$ cat src/sv/tla_pkg.sv
package tla_pkg;

    // Configuration register indexes
    localparam int CFG_AW = 2;
    localparam logic [CFG_AW-1:0] CFG_ACTION_COUNT    = 2'd0;
    localparam logic [CFG_AW-1:0] CFG_SET_TILINGS     = 2'd1;
    localparam logic [CFG_AW-1:0] CFG_TILES_PER_DIM   = 2'd2;

    // Input modes
    localparam logic MODE_TILING = 1'b0;
    localparam logic MODE_FINISH = 1'b1;

    // Result status codes
    localparam logic [1:0] ST_PLACED  = 2'd0;
    localparam logic [1:0] ST_SUMMARY = 2'd1;
    localparam logic [1:0] ST_REJECT  = 2'd2;

    // Highest valid memory tier
    localparam logic [7:0] TIER_LAST = 8'd2;

    // Restoring divider: one quotient bit per cycle
    localparam int DIV_STEPS = 32;
    localparam int DIV_CW    = 6;

    // Stream widths
    localparam int S_TDATA_W = 16;
    localparam int S_TUSER_W = 1;
    localparam int M_TDATA_W = 256;
    localparam int M_TUSER_W = 3;

    typedef enum logic [1:0] {
        S_IDLE,
        S_MUL,
        S_DIV,
        S_OUT
    } tla_state_t;

    // Controller to datapath
    typedef struct packed {
        logic load;
        logic mul_step;
        logic div_init;
        logic div_step;
        logic commit;
    } tla_cmd_t;

    // Datapath to controller
    typedef struct packed {
        logic skip;
        logic mul_zero;
        logic div_done;
    } tla_sts_t;

endpackage

$ cat src/sv/tla_ctrl.sv
module tla_ctrl (
    input  logic              aclk,
    input  logic              aresetn,
    input  logic              s_tvalid,
    output logic              s_tready,
    output logic              m_tvalid,
    input  logic              m_tready,
    input  tla_pkg::tla_sts_t sts,
    output tla_pkg::tla_cmd_t cmd
);
    import tla_pkg::*;

    tla_state_t state_reg, state_next;
    logic       m_valid_reg, m_valid_next;
    logic       out_free;

    assign out_free = !m_valid_reg || m_tready;
    assign m_tvalid = m_valid_reg;

    // State and output valid registers
    always_ff @(posedge aclk) begin
        if (!aresetn) begin
            state_reg   <= S_IDLE;
            m_valid_reg <= 1'b0;
        end else begin
            state_reg   <= state_next;
            m_valid_reg <= m_valid_next;
        end
    end

    // Next state and commands
    always_comb begin
        state_next = state_reg;
        cmd        = '0;
        s_tready   = 1'b0;
        unique case (state_reg)
            S_IDLE: begin
                s_tready = 1'b1;
                if (s_tvalid) begin
                    cmd.load   = 1'b1;
                    state_next = S_MUL;
                end
            end
            S_MUL: begin
                if (sts.skip) begin
                    state_next = S_OUT;
                end else if (sts.mul_zero) begin
                    cmd.div_init = 1'b1;
                    state_next   = S_DIV;
                end else begin
                    cmd.mul_step = 1'b1;
                end
            end
            S_DIV: begin
                if (sts.div_done) begin
                    state_next = S_OUT;
                end else begin
                    cmd.div_step = 1'b1;
                end
            end
            S_OUT: begin
                if (out_free) begin
                    cmd.commit = 1'b1;
                    state_next = S_IDLE;
                end
            end
            default: state_next = S_IDLE;
        endcase
    end

    // Hold the result valid until taken, raise it on commit
    always_comb begin
        if (cmd.commit) begin
            m_valid_next = 1'b1;
        end else if (m_tready) begin
            m_valid_next = 1'b0;
        end else begin
            m_valid_next = m_valid_reg;
        end
    end

`ifndef NO_ASSERTIONS
    a_commit_free: assert property (@(posedge aclk) disable iff (!aresetn)
        cmd.commit |-> !(m_valid_reg && !m_tready))
        else $error("result committed over a pending transaction");
`endif

endmodule

$ cat src/sv/tla_dpath.sv
module tla_dpath #(
    parameter int MAX_DIMS    = 16,
    parameter int MAX_TILINGS = 64
) (
    input  logic                           aclk,
    input  logic                           aresetn,
    input  logic                           cfg_wr_en,
    input  logic [tla_pkg::CFG_AW-1:0]     cfg_addr,
    input  logic [15:0]                    cfg_wdata,
    input  logic [tla_pkg::S_TDATA_W-1:0]  s_tdata,
    input  logic [tla_pkg::S_TUSER_W-1:0]  s_tuser,
    input  tla_pkg::tla_cmd_t              cmd,
    output tla_pkg::tla_sts_t              sts,
    output logic [tla_pkg::M_TDATA_W-1:0]  m_tdata,
    output logic [tla_pkg::M_TUSER_W-1:0]  m_tuser
);
    import tla_pkg::*;

    localparam int PW = $clog2(MAX_TILINGS + 1);
    localparam logic [6:0]    MaxDimsV    = 7'(MAX_DIMS);
    localparam logic [PW-1:0] MaxTilingsV = PW'(MAX_TILINGS);

    // Configuration registers
    logic [15:0] action_count_reg, tilings_reg, tiles_dim_reg;

    // Layout state
    logic [1:0]    cur_tier_reg, cur_tier_next;
    logic [31:0]   run_start_reg, run_start_next;
    logic [31:0]   run_off_reg, run_off_next;
    logic [31:0]   edge_reg [3];
    logic [31:0]   edge_next [3];
    logic [PW-1:0] placed_reg, placed_next;
    logic [15:0]   work_reg, work_next;

    // Item registers
    logic        mode_reg;
    logic [4:0]  dims_reg;
    logic [1:0]  tcode_reg;
    logic        reject_reg;
    logic [31:0] tiles_reg;
    logic [5:0]  mul_left_reg;
    logic        first_reg;

    // Divider
    logic [31:0]       quot_reg;
    logic [15:0]       rem_reg;
    logic [DIV_CW-1:0] div_cnt_reg;
    logic [16:0]       trial;
    logic [16:0]       diff;

    // Output registers
    logic [M_TDATA_W-1:0] m_tdata_reg, m_tdata_next;
    logic [M_TUSER_W-1:0] m_tuser_reg, m_tuser_next;

    logic        in_mode;
    logic [4:0]  in_dims;
    logic [7:0]  in_tcode;
    logic        in_reject;
    logic [31:0] product;
    logic [15:0] mul_op;

    assign in_mode  = s_tuser[0];
    assign in_dims  = s_tdata[4:0];
    assign in_tcode = s_tdata[12:5];

    // Reject check against the state as it stands at acceptance
    assign in_reject = (placed_reg >= MaxTilingsV) ||
                       ((in_dims != 5'd0) &&
                        (({2'b00, in_dims} > MaxDimsV) ||
                         (in_tcode > TIER_LAST) ||
                         (in_tcode < {6'd0, cur_tier_reg})));

    assign mul_op  = first_reg ? tilings_reg : tiles_dim_reg;
    assign product = tiles_reg * {16'd0, mul_op};

    assign trial = {rem_reg, quot_reg[31]};
    assign diff  = trial - {1'b0, tilings_reg};

    assign sts.skip     = (mode_reg == MODE_FINISH) || reject_reg;
    assign sts.mul_zero = (mul_left_reg == 6'd0);
    assign sts.div_done = (div_cnt_reg == DIV_CW'(DIV_STEPS));

    assign m_tdata = m_tdata_reg;
    assign m_tuser = m_tuser_reg;

    // Configuration writes
    always_ff @(posedge aclk) begin
        if (!aresetn) begin
            action_count_reg <= 16'd1;
            tilings_reg      <= 16'd1;
            tiles_dim_reg    <= 16'd1;
        end else if (cfg_wr_en) begin
            unique case (cfg_addr)
                CFG_ACTION_COUNT:    action_count_reg <= cfg_wdata;
                CFG_SET_TILINGS:     tilings_reg      <= cfg_wdata;
                CFG_TILES_PER_DIM:   tiles_dim_reg    <= cfg_wdata;
                default: ;
            endcase
        end
    end

    // Capture the item, then iterate the tile count product
    always_ff @(posedge aclk) begin
        if (cmd.load) begin
            mode_reg     <= in_mode;
            dims_reg     <= in_dims;
            tcode_reg    <= in_tcode[1:0];
            reject_reg   <= in_reject;
            tiles_reg    <= {16'd0, action_count_reg};
            first_reg    <= 1'b1;
            mul_left_reg <= (in_dims == 5'd0 || in_mode == MODE_FINISH || in_reject)
                            ? 6'd0 : ({1'b0, in_dims} + 6'd1);
        end else if (cmd.mul_step) begin
            tiles_reg    <= product;
            first_reg    <= 1'b0;
            mul_left_reg <= mul_left_reg - 6'd1;
        end
    end

    // Restoring divide of the tile count by the tilings per set
    always_ff @(posedge aclk) begin
        if (!aresetn) begin
            div_cnt_reg <= '0;
        end else if (cmd.div_init) begin
            div_cnt_reg <= '0;
        end else if (cmd.div_step) begin
            div_cnt_reg <= div_cnt_reg + DIV_CW'(1);
        end
    end

    always_ff @(posedge aclk) begin
        if (cmd.div_init) begin
            quot_reg <= tiles_reg;
            rem_reg  <= 16'd0;
        end else if (cmd.div_step) begin
            if (!diff[16]) begin
                rem_reg  <= diff[15:0];
                quot_reg <= {quot_reg[30:0], 1'b1};
            end else begin
                rem_reg  <= trial[15:0];
                quot_reg <= {quot_reg[30:0], 1'b0};
            end
        end
    end

    // Result and state update at commit
    always_comb begin
        logic [1:0]  new_tier;
        logic [31:0] base_off;
        logic [31:0] sum_start;
        logic [31:0] size_q;

        cur_tier_next  = cur_tier_reg;
        run_start_next = run_start_reg;
        run_off_next   = run_off_reg;
        placed_next    = placed_reg;
        work_next      = work_reg;
        for (int i = 0; i < 3; i++) begin
            edge_next[i] = edge_reg[i];
        end
        new_tier  = (dims_reg != 5'd0) ? tcode_reg : cur_tier_reg;
        base_off  = (new_tier != cur_tier_reg) ? 32'd0 : run_off_reg;
        sum_start = run_start_reg + tiles_reg;
        size_q    = (tilings_reg != 16'd0) ? quot_reg : 32'd0;
        m_tdata_next = '0;
        m_tuser_next = '0;

        if (mode_reg == MODE_FINISH) begin
            // Fill remaining edges, report totals, clear accumulators
            for (int i = 0; i < 3; i++) begin
                if (2'(i) >= cur_tier_reg) begin
                    edge_next[i] = run_start_reg;
                end
            end
            m_tuser_next = {1'b1, ST_SUMMARY};
            m_tdata_next[65:34]   = run_start_reg;
            m_tdata_next[232:226] = 7'(placed_reg);
            m_tdata_next[248:233] = work_reg;
            cur_tier_next  = 2'd0;
            run_start_next = 32'd0;
            run_off_next   = 32'd0;
            placed_next    = '0;
            work_next      = 16'd0;
        end else if (reject_reg) begin
            m_tuser_next = {1'b0, ST_REJECT};
            m_tdata_next[232:226] = 7'(placed_reg);
            m_tdata_next[248:233] = work_reg;
        end else begin
            // Advance tier edges, place the tiling
            for (int i = 0; i < 3; i++) begin
                if (2'(i) >= cur_tier_reg && 2'(i) < new_tier) begin
                    edge_next[i] = run_start_reg;
                end
                if (2'(i) == new_tier) begin
                    edge_next[i] = sum_start;
                end
            end
            cur_tier_next  = new_tier;
            run_start_next = sum_start;
            run_off_next   = base_off + tiles_reg;
            placed_next    = placed_reg + PW'(1);
            work_next      = work_reg + ((dims_reg != 5'd0) ? tilings_reg : 16'd1);
            m_tuser_next = {1'b0, ST_PLACED};
            m_tdata_next[1:0]     = (dims_reg != 5'd0) ? new_tier : 2'd0;
            m_tdata_next[33:2]    = (dims_reg != 5'd0) ? run_start_reg : 32'd0;
            m_tdata_next[65:34]   = sum_start;
            m_tdata_next[97:66]   = (dims_reg != 5'd0) ? base_off : 32'd0;
            m_tdata_next[129:98]  = size_q;
            m_tdata_next[232:226] = 7'(placed_reg);
            m_tdata_next[248:233] = work_next;
        end
        m_tdata_next[161:130] = edge_next[0];
        m_tdata_next[193:162] = edge_next[1];
        m_tdata_next[225:194] = edge_next[2];
    end

    // Layout state registers
    always_ff @(posedge aclk) begin
        if (!aresetn) begin
            cur_tier_reg  <= 2'd0;
            run_start_reg <= 32'd0;
            run_off_reg   <= 32'd0;
            placed_reg    <= '0;
            work_reg      <= 16'd0;
            for (int i = 0; i < 3; i++) begin
                edge_reg[i] <= 32'd0;
            end
        end else if (cmd.commit) begin
            cur_tier_reg  <= cur_tier_next;
            run_start_reg <= run_start_next;
            run_off_reg   <= run_off_next;
            placed_reg    <= placed_next;
            work_reg      <= work_next;
            for (int i = 0; i < 3; i++) begin
                edge_reg[i] <= edge_next[i];
            end
        end
    end

    // Output register
    always_ff @(posedge aclk) begin
        if (cmd.commit) begin
            m_tdata_reg <= m_tdata_next;
            m_tuser_reg <= m_tuser_next;
        end
    end

`ifndef NO_ASSERTIONS
    a_div_exact: assert property (@(posedge aclk) disable iff (!aresetn)
        (sts.div_done && ($past(div_cnt_reg) == DIV_CW'(DIV_STEPS - 1)) &&
         (tilings_reg != 16'd0)) |->
        ((48'(quot_reg) * 48'(tilings_reg) + 48'(rem_reg)) == 48'(tiles_reg)) &&
        (rem_reg < tilings_reg))
        else $error("divider result inconsistent with dividend");
    a_div_bound: assert property (@(posedge aclk) disable iff (!aresetn)
        div_cnt_reg <= DIV_CW'(DIV_STEPS))
        else $error("divider step count overrun");
    a_placed_bound: assert property (@(posedge aclk) disable iff (!aresetn)
        placed_reg <= MaxTilingsV)
        else $error("placed count beyond table size");
`endif

endmodule

$ cat src/sv/tiling_layout_allocator.sv
// Tiling layout allocator: places tile-coding tilings in a three-tier tile space.
// Steps from acceptance to m_tvalid for a placed tiling: dims + 1 serial 32x16 multiply steps,
// a divider start, 32 divider steps and a done check, then a commit once the output is free;
// a bias tiling skips the multiply steps, and finish and rejected items go straight to commit.
// One item in flight; s_tready returns in the cycle after the result is registered.
// Reset (aresetn, synchronous, active low) clears layout state, sets config registers to 1.
module tiling_layout_allocator #(
    parameter int MAX_DIMS    = 16,
    parameter int MAX_TILINGS = 64
) (
    input  logic                           aclk,
    input  logic                           aresetn,
    input  logic                           cfg_wr_en,
    input  logic [tla_pkg::CFG_AW-1:0]     cfg_addr,
    input  logic [15:0]                    cfg_wdata,
    input  logic                           s_tvalid,
    output logic                           s_tready,
    // dims[4:0], tier_code[12:5], zero pad [15:13]
    input  logic [tla_pkg::S_TDATA_W-1:0]  s_tdata,
    // mode[0]
    input  logic [tla_pkg::S_TUSER_W-1:0]  s_tuser,
    output logic                           m_tvalid,
    input  logic                           m_tready,
    // tier[1:0], tile_first[33:2], tile_past[65:34], tier_offset[97:66],
    // size_per_tiling[129:98], edge_tier_one[161:130], edge_tier_two[193:162],
    // edge_tier_three[225:194], tiling_number[232:226], work_total[248:233],
    // zero pad [255:249]
    output logic [tla_pkg::M_TDATA_W-1:0]  m_tdata,
    // status[1:0], done_res[2]
    output logic [tla_pkg::M_TUSER_W-1:0]  m_tuser
);
    import tla_pkg::*;

    tla_cmd_t cmd;
    tla_sts_t sts;

    tla_ctrl u_ctrl (
        .aclk     (aclk),
        .aresetn  (aresetn),
        .s_tvalid (s_tvalid),
        .s_tready (s_tready),
        .m_tvalid (m_tvalid),
        .m_tready (m_tready),
        .sts      (sts),
        .cmd      (cmd)
    );

    tla_dpath #(
        .MAX_DIMS    (MAX_DIMS),
        .MAX_TILINGS (MAX_TILINGS)
    ) u_dpath (
        .aclk      (aclk),
        .aresetn   (aresetn),
        .cfg_wr_en (cfg_wr_en),
        .cfg_addr  (cfg_addr),
        .cfg_wdata (cfg_wdata),
        .s_tdata   (s_tdata),
        .s_tuser   (s_tuser),
        .cmd       (cmd),
        .sts       (sts),
        .m_tdata   (m_tdata),
        .m_tuser   (m_tuser)
    );

endmodule

$ cat config.mk
export PLATFORM = sky130hd
export DESIGN_NAME = tiling_layout_allocator
export DESIGN_NICKNAME = d
export VERILOG_FILES = /design/src/sv/tla_pkg.sv /design/src/sv/tla_ctrl.sv /design/src/sv/tla_dpath.sv /design/src/sv/tiling_layout_allocator.sv
export SDC_FILE = /design/constraint.sdc
export NUM_CORES = 2
export LEC_CHECK = 0
export ABC_AREA = 1
export BUFFER_PORTS_ARGS = -buffer_cell sky130_fd_sc_hd__buf_2
export CAP_MARGIN = 20
export CORE_UTILIZATION = 30
export DETAILED_ROUTE_END_ITERATION = 16
export RECOVER_POWER = 25
export SYNTH_ARGS = -nofsm -noshare
export SYNTH_HDL_FRONTEND = slang
export SYNTH_HIERARCHICAL = 1
export SYNTH_SLANG_ARGS = --single-unit
$ cat constraint.sdc
create_clock -name aclk -period 17.75 [get_ports aclk]
set_clock_uncertainty 0.2 [all_clocks]
set_input_delay 1.775 -clock aclk [delete_from_list [all_inputs] [get_ports aclk]]
set_output_delay 1.775 -clock aclk [all_outputs]
set_load 0.05 [all_outputs]
== Yosys cells after proc, flatten, opt, wreduce, memory -nomap -nowiden ==
Memory sizes are Yosys's and may differ from the RTL's.
Index checks and enable logic that the tools add are counted.
Word-level totals
  flip-flop bits (word level): 494
  RAM bits: 96
  output and inout port bits: 261
  memories kept: 1
Memories
  u_dpath.edge_reg: depth 3, bits a word 32, read ports 3, clocked after Yosys merged registers in 0, wr ports 3, line tla_dpath.sv:30  | logic [31:0] edge_reg [3];
Cells by class
  $add $sub $neg: 8
  $mul: 1
  magnitude comparators: 10
  equality and inequality tests: 14
  muxes and demuxes: 67
  bitwise logic cells: 6
  reduce and logical (&&, ||, !) cells: 31
Operators with widths (number)
  32-bit 2-to-1 mux: 21
  96-bit 2-to-1 mux: 2
  16-bit 2-to-1 mux: 7
  66-bit 2-to-1 mux: 1
  32-bit adder: 2
  23-bit 2-to-1 mux: 2
  32-bit by 16-bit multiplier with 32-bit output: 1
  2-bit 2-to-1 mux: 12
  6-bit 2-to-1 mux: 3
  17-bit by 16-bit subtractor with 17-bit output: 1
  16-bit adder: 1
  1-bit 2-to-1 mux: 16
  16-bit nonzero test: 1
  7-bit 2-to-1 mux: 2
  5-bit nonzero test: 2
  8-bit by 2-bit > comparator with 1-bit output, second input constant: 1
  8-bit by 2-bit less-than comparator with 1-bit output: 1
  2-bit case mux with 4 select lines: 1
  2-bit AND reduction: 4
  7-bit by 1-bit adder with 7-bit output, second input constant: 1
  7-bit greater-or-equal comparator, second input constant: 1
  1-bit logical OR: 7
  5-bit by 1-bit adder with 6-bit output, second input constant: 1
  6-bit by 1-bit adder with 6-bit output, second input constant: 1
  26 further kinds: 45

== Depth between registers and ports, before layout ==
  depth in word-level cells: 9
  mapped depth: 32

== By module ==
The synthesis kept the hierarchy.
Modules (own cells, without submodules)
  tla_dpath: instances 1, cells each 5024, area an instance 41772.6 um^2, seq. area each 15835.2 um^2
  tla_ctrl: instances 1, cells each 42, area an instance 280.3 um^2, seq. area each 60.1 um^2

== Worst setup path before layout ==
OpenSTA, ideal clock, no wires.
  path type: in2reg
  start: input m_tready
  end: memory u_dpath.edge_reg[0][0] (enable)
  data arrival time: 6005 ps
  data required time: 17092 ps
  path slack: 11087 ps
  cell stages on the path: 5
  cell sequence: inv_2 -> a21oi_1 -> buf_4 -> inv_1 -> nand2_1
RTL lines
  from (decl): line tiling_layout_allocator.sv:23  | input logic m_tready,
  to (decl): line tla_dpath.sv:30

== Worst setup path in the final report ==
  start: register u_dpath.first_reg
  end: register u_dpath.tiles_reg[25]
On the way
  longest elaborated chain between the ends: 2
RTL lines
  from (decl): line tla_dpath.sv:42  | logic first_reg;
  from (signal assigned): line tla_dpath.sv:110  | first_reg <= 1'b1;
  from (signal assigned): line tla_dpath.sv:115  | first_reg <= 1'b0;
  16-bit 2-to-1 mux: line tla_dpath.sv:73  | assign mul_op = first_reg ? tilings_reg : tiles_dim_reg;
  32-bit by 16-bit multiplier with 32-bit output: line tla_dpath.sv:74  | assign product = tiles_reg * {16'd0, mul_op};
  to (signal assigned): line tla_dpath.sv:109  | tiles_reg <= {16'd0, action_count_reg};
  to (signal assigned): line tla_dpath.sv:114  | tiles_reg <= product;
  to (decl): line tla_dpath.sv:40  | logic [31:0] tiles_reg;
No other way between the ends.
A chain may end at the register's enable or synchronous reset.

==> run summary <==
The worst path setup slack after routing came out at 9.11 ns. The cell count after synthesis is 5066. The worst setup path is launched from a register. The instance count along the most critical hold path came out at 2.

The final-report max-slew violation count was 534. The wire length of the first global-routing pass is 217 mm. In this run the clock root is driven by a sky130_fd_sc_hd__clkbuf_16. The placed instance area came out at 0.0455 sq mm. STA classifies the critical path endpoint as a register. The effective utilization at floorplan is 0.302. The worst flop-to-flop path endpoint is u_dpath/tiles_reg[25]$_SDFFE_PP0P_.

The H-tree generated during clock tree synthesis spans 3 levels. The number of flops mapped to enable cells by yosys came out at 410. The run finished, with violations left. The worst min-delay path category is register to register.

The pin count of the biggest net entering global routing came out at 79. In this run the count of I/O pins placed on the die edge is 301. The number of setup buffers added after CTS is 0. The area growth from synthesis to final layout is 13.6%. For this block, the routed nets add up to 144 mm of wire. The final layout contains 5807 nets.

The largest area contributor in the synthesized netlist is sky130_fd_sc_hd__edfxtp_1. The post-cts resize count is 0. The congestion estimate from routability-driven global placement came to 0.932. The hold violation total from the final report was 0. The overall global routing resource usage came out at 0.201. The hold buffer count at cts came out at 0.

In the final routed layout, each cell accounts on average for 20.0 microns. At the worst endpoint, the required time is 18.08 ns. The number of maximum-capacitance violations is 10. The async set-reset flop share out of synthesis came out at 0.

At the later pin of the worst-skew pair, clock insertion delay measures 0.63 ns. The final setup violation count came out at 0. The worst slack at placement is 9.28 ns. The time the final worst path needs with I/O delays and setup is 8.64 ns.

The detail route stage leaves a number of antenna-violating nets equal to 0. The HPWL after detailed placement is 107 mm. The cell area power density is 144 mW/mm^2. Across the VDD grid, the largest voltage drop is 0.162 mV.

After global routing the overflow that remains totals 0. After detailed routing, the number of remaining DRC violations is 0. The overall die area is 0.142 sq mm. The initial antenna violation count came out at 7. The total via count in the routed design came out at 36000. The setup path with the least slack is of type register to register. The clock transition time at the flip-flop clock pins of the worst setup and hold paths is 0.07 ns. The worst reg-to-reg setup slack is 9.11 ns. The most used standard cell by instance count after synthesis is sky130_fd_sc_hd__nand2_1. The clock tree from TritonCTS is yes. The count of port buffers added during placement is 290. The number of fill cells in the layout is 14500. The data arrival time of the critical path came out at 8.97 ns.

The number of buffers created by CTS came out at 68. CTS saw 589 sinks. The sequential area share after synthesis came out at 0.378. The register with the most flip-flops in the layout has 249 of them.

The synthesized netlist occupies a cell area of 0.0421 sq mm. The worst-case hold path end point is u_dpath/run_off_reg[28]$_SDFFE_PN0P_. In the synthesized netlist, the cells that appear most often are sky130_fd_sc_hd__nand2_1, sky130_fd_sc_hd__inv_1, sky130_fd_sc_hd__nor2_1, sky130_fd_sc_hd__edfxtp_1, sky130_fd_sc_hd__a21oi_1. The number of global-route vias before repair is 35300. The average footprint of a synthesized cell came out at 8.30 sq um. The worst reg-to-reg path cell count is 28.

For this run, the leading register cell type out of synthesis is sky130_fd_sc_hd__edfxtp_1. Among all stages on the critical path, the largest delay is contributed by sky130_fd_sc_hd__inv_1. After routing the design area is 0.0478 sq mm.

The summed negative setup slack over all endpoints came out at 0 ns. The distinct cell type count after synthesis came out at 62. At the pin with the least slew margin, the transition time is 4.09 ns. For this run, the slowest stage of the critical path takes 0.94 ns. Ranked by total cell area, the synthesized netlist is headed by sky130_fd_sc_hd__edfxtp_1, sky130_fd_sc_hd__fa_1, sky130_fd_sc_hd__nand2_1. For this run, the top clock speed supported by timing is 0.116 GHz. The die is 376 microns wide. In the finished design, the share of the clock period the worst path needs comes to 0.486. The area inside the core boundary is 0.139 sq mm.

The relative max-transition margin is -1.73. The checks that failed: capacitance limit, slew limit. The worst-case clock buffer depth came out at 3. The number of design-rule violations left by the first detailed-router iteration is 3297. The first-pass detailed-route iteration total came out at 6. Setup repair after global routing left no endpoint under its margin. The ratio of routed vias to standard cells came out at 4.98. The row count came out at 137. The startpoint identified for the worst hold timing path is u_dpath/run_off_reg[28]$_SDFFE_PN0P_. The share of synthesized area in the top cell type comes to 0.293. The standby leakage power came out at 21.0 nW. Counting flops and latches in the post-synthesis netlist gives 589. The total number of yosys warnings is 6. The floorplan die height came out at 376 microns. The top fanout value on the critical path is 21. In this run the critical register-to-register path is launched from u_dpath/first_reg$_SDFFE_PP1P_. The share of cells above drive strength 1 is 0.0947.
## through the flow
stage	power, mW	std cells	hold slack (ns)	util
detailed placement	5.29	7090	0.239	0.326
finish	6.86	7220	0.252	0.343
CTS	6.85	7213	0.253	0.343
floorplan	4.26	5072	0.226	-
global placement	5.28	7089	0.239	0.326
global route	7.33	7218	0.285	0.343
## report_power, final
group | internal, mW | leakage [nW] | total, mW | switching (mW)
Combinational | 1.07 | 14.5 | 3.49 | 2.43
Sequential | 1.74 | 5.38 | 1.86 | 0.128
Clock | 0.893 | 1.16 | 1.50 | 0.611
Total | 3.70 | 21.0 | 6.86 | 3.17
## final cells by class
class                   instances  area [sq um]  share of cell area
inverters                     873          3280              0.0686
clock buffers                  86          1890              0.0396
well taps                    1876          2350              0.0491
clock inverters                37           465             0.00974
diodes                          3          7.51            0.000157
repair buffers                350          1860              0.0389
multi-input cells            3406         22000               0.461
flip-flops and latches        589         15900               0.333
## worst max-delay path, delay by kind of cell (launching register included)
family	cells	cell delay [ns]
AOI/OAI and AO/OA	2	0.44
adders and majority gates	7	3.51
buffers and inverters	7	1.70
DFF	1	0.83
and+or+nand+nor	12	1.84
## per-layer routing
| metal | global-route usage | wire length (microns) |
|---|---|---|
| met5 | 0 | 39 |
| met4 | 0.0841 | 5940 |
| met3 | 0.0400 | 13000 |
| met2 | 0.331 | 67000 |
| met1 | 0.257 | 58200 |
## cells by family (layout without fill, tap and decap cells)
group	after synthesis	count (layout)	synth area share
xor gates and xnor gates	52	52	0.0108
and+or+nand+nor	1926	1926	0.185
AOI/OAI and AO/OA	931	931	0.127
adders and majority gates	479	479	0.198
DFF	589	589	0.378
muxes	11	11	0.00262
other	1	10	0.0000892
buffers and inverters	1077	1346	0.0986
## cells in the final DEF, fill, tap and decap left out, types with 70 or more instances in the layout
cell / n
sky130_fd_sc_hd__nand3_1: 175
sky130_fd_sc_hd__edfxtp_1: 410
sky130_fd_sc_hd__o21ai_0: 293
sky130_fd_sc_hd__buf_2: 277
sky130_fd_sc_hd__nand2_1: 1137
sky130_fd_sc_hd__inv_1: 851
sky130_fd_sc_hd__dfxtp_1: 179
sky130_fd_sc_hd__ha_1: 171
sky130_fd_sc_hd__nor2_1: 467
sky130_fd_sc_hd__a21oi_1: 358
sky130_fd_sc_hd__fa_1: 308
sky130_fd_sc_hd__clkbuf_16: 70
## worst max path at each step
| stage | start | to | slack [ns] | cells after the start |
|---|---|---|---|---|
| final | u_dpath/first_reg$_SDFFE_PP1P_ | u_dpath/tiles_reg[25]$_SDFFE_PP0P_ | 9.11 | 28 |
| after global routing | u_dpath/first_reg$_SDFFE_PP1P_ | u_dpath/tiles_reg[23]$_SDFFE_PP0P_ | 8.70 | 28 |
| after global placement | u_dpath/first_reg$_SDFFE_PP1P_ | u_dpath/tiles_reg[29]$_SDFFE_PP0P_ | 9.35 | 25 |
| after detailed placement | u_dpath/first_reg$_SDFFE_PP1P_ | u_dpath/tiles_reg[25]$_SDFFE_PP0P_ | 9.28 | 28 |
| after CTS | u_dpath/first_reg$_SDFFE_PP1P_ | u_dpath/tiles_reg[25]$_SDFFE_PP0P_ | 9.23 | 28 |
| after floorplan | m_tready | u_dpath/edge_reg[0][0]$_SDFFCE_PN0P_ | 11.09 | 5 |
Power figures use the tool's default switching activity.
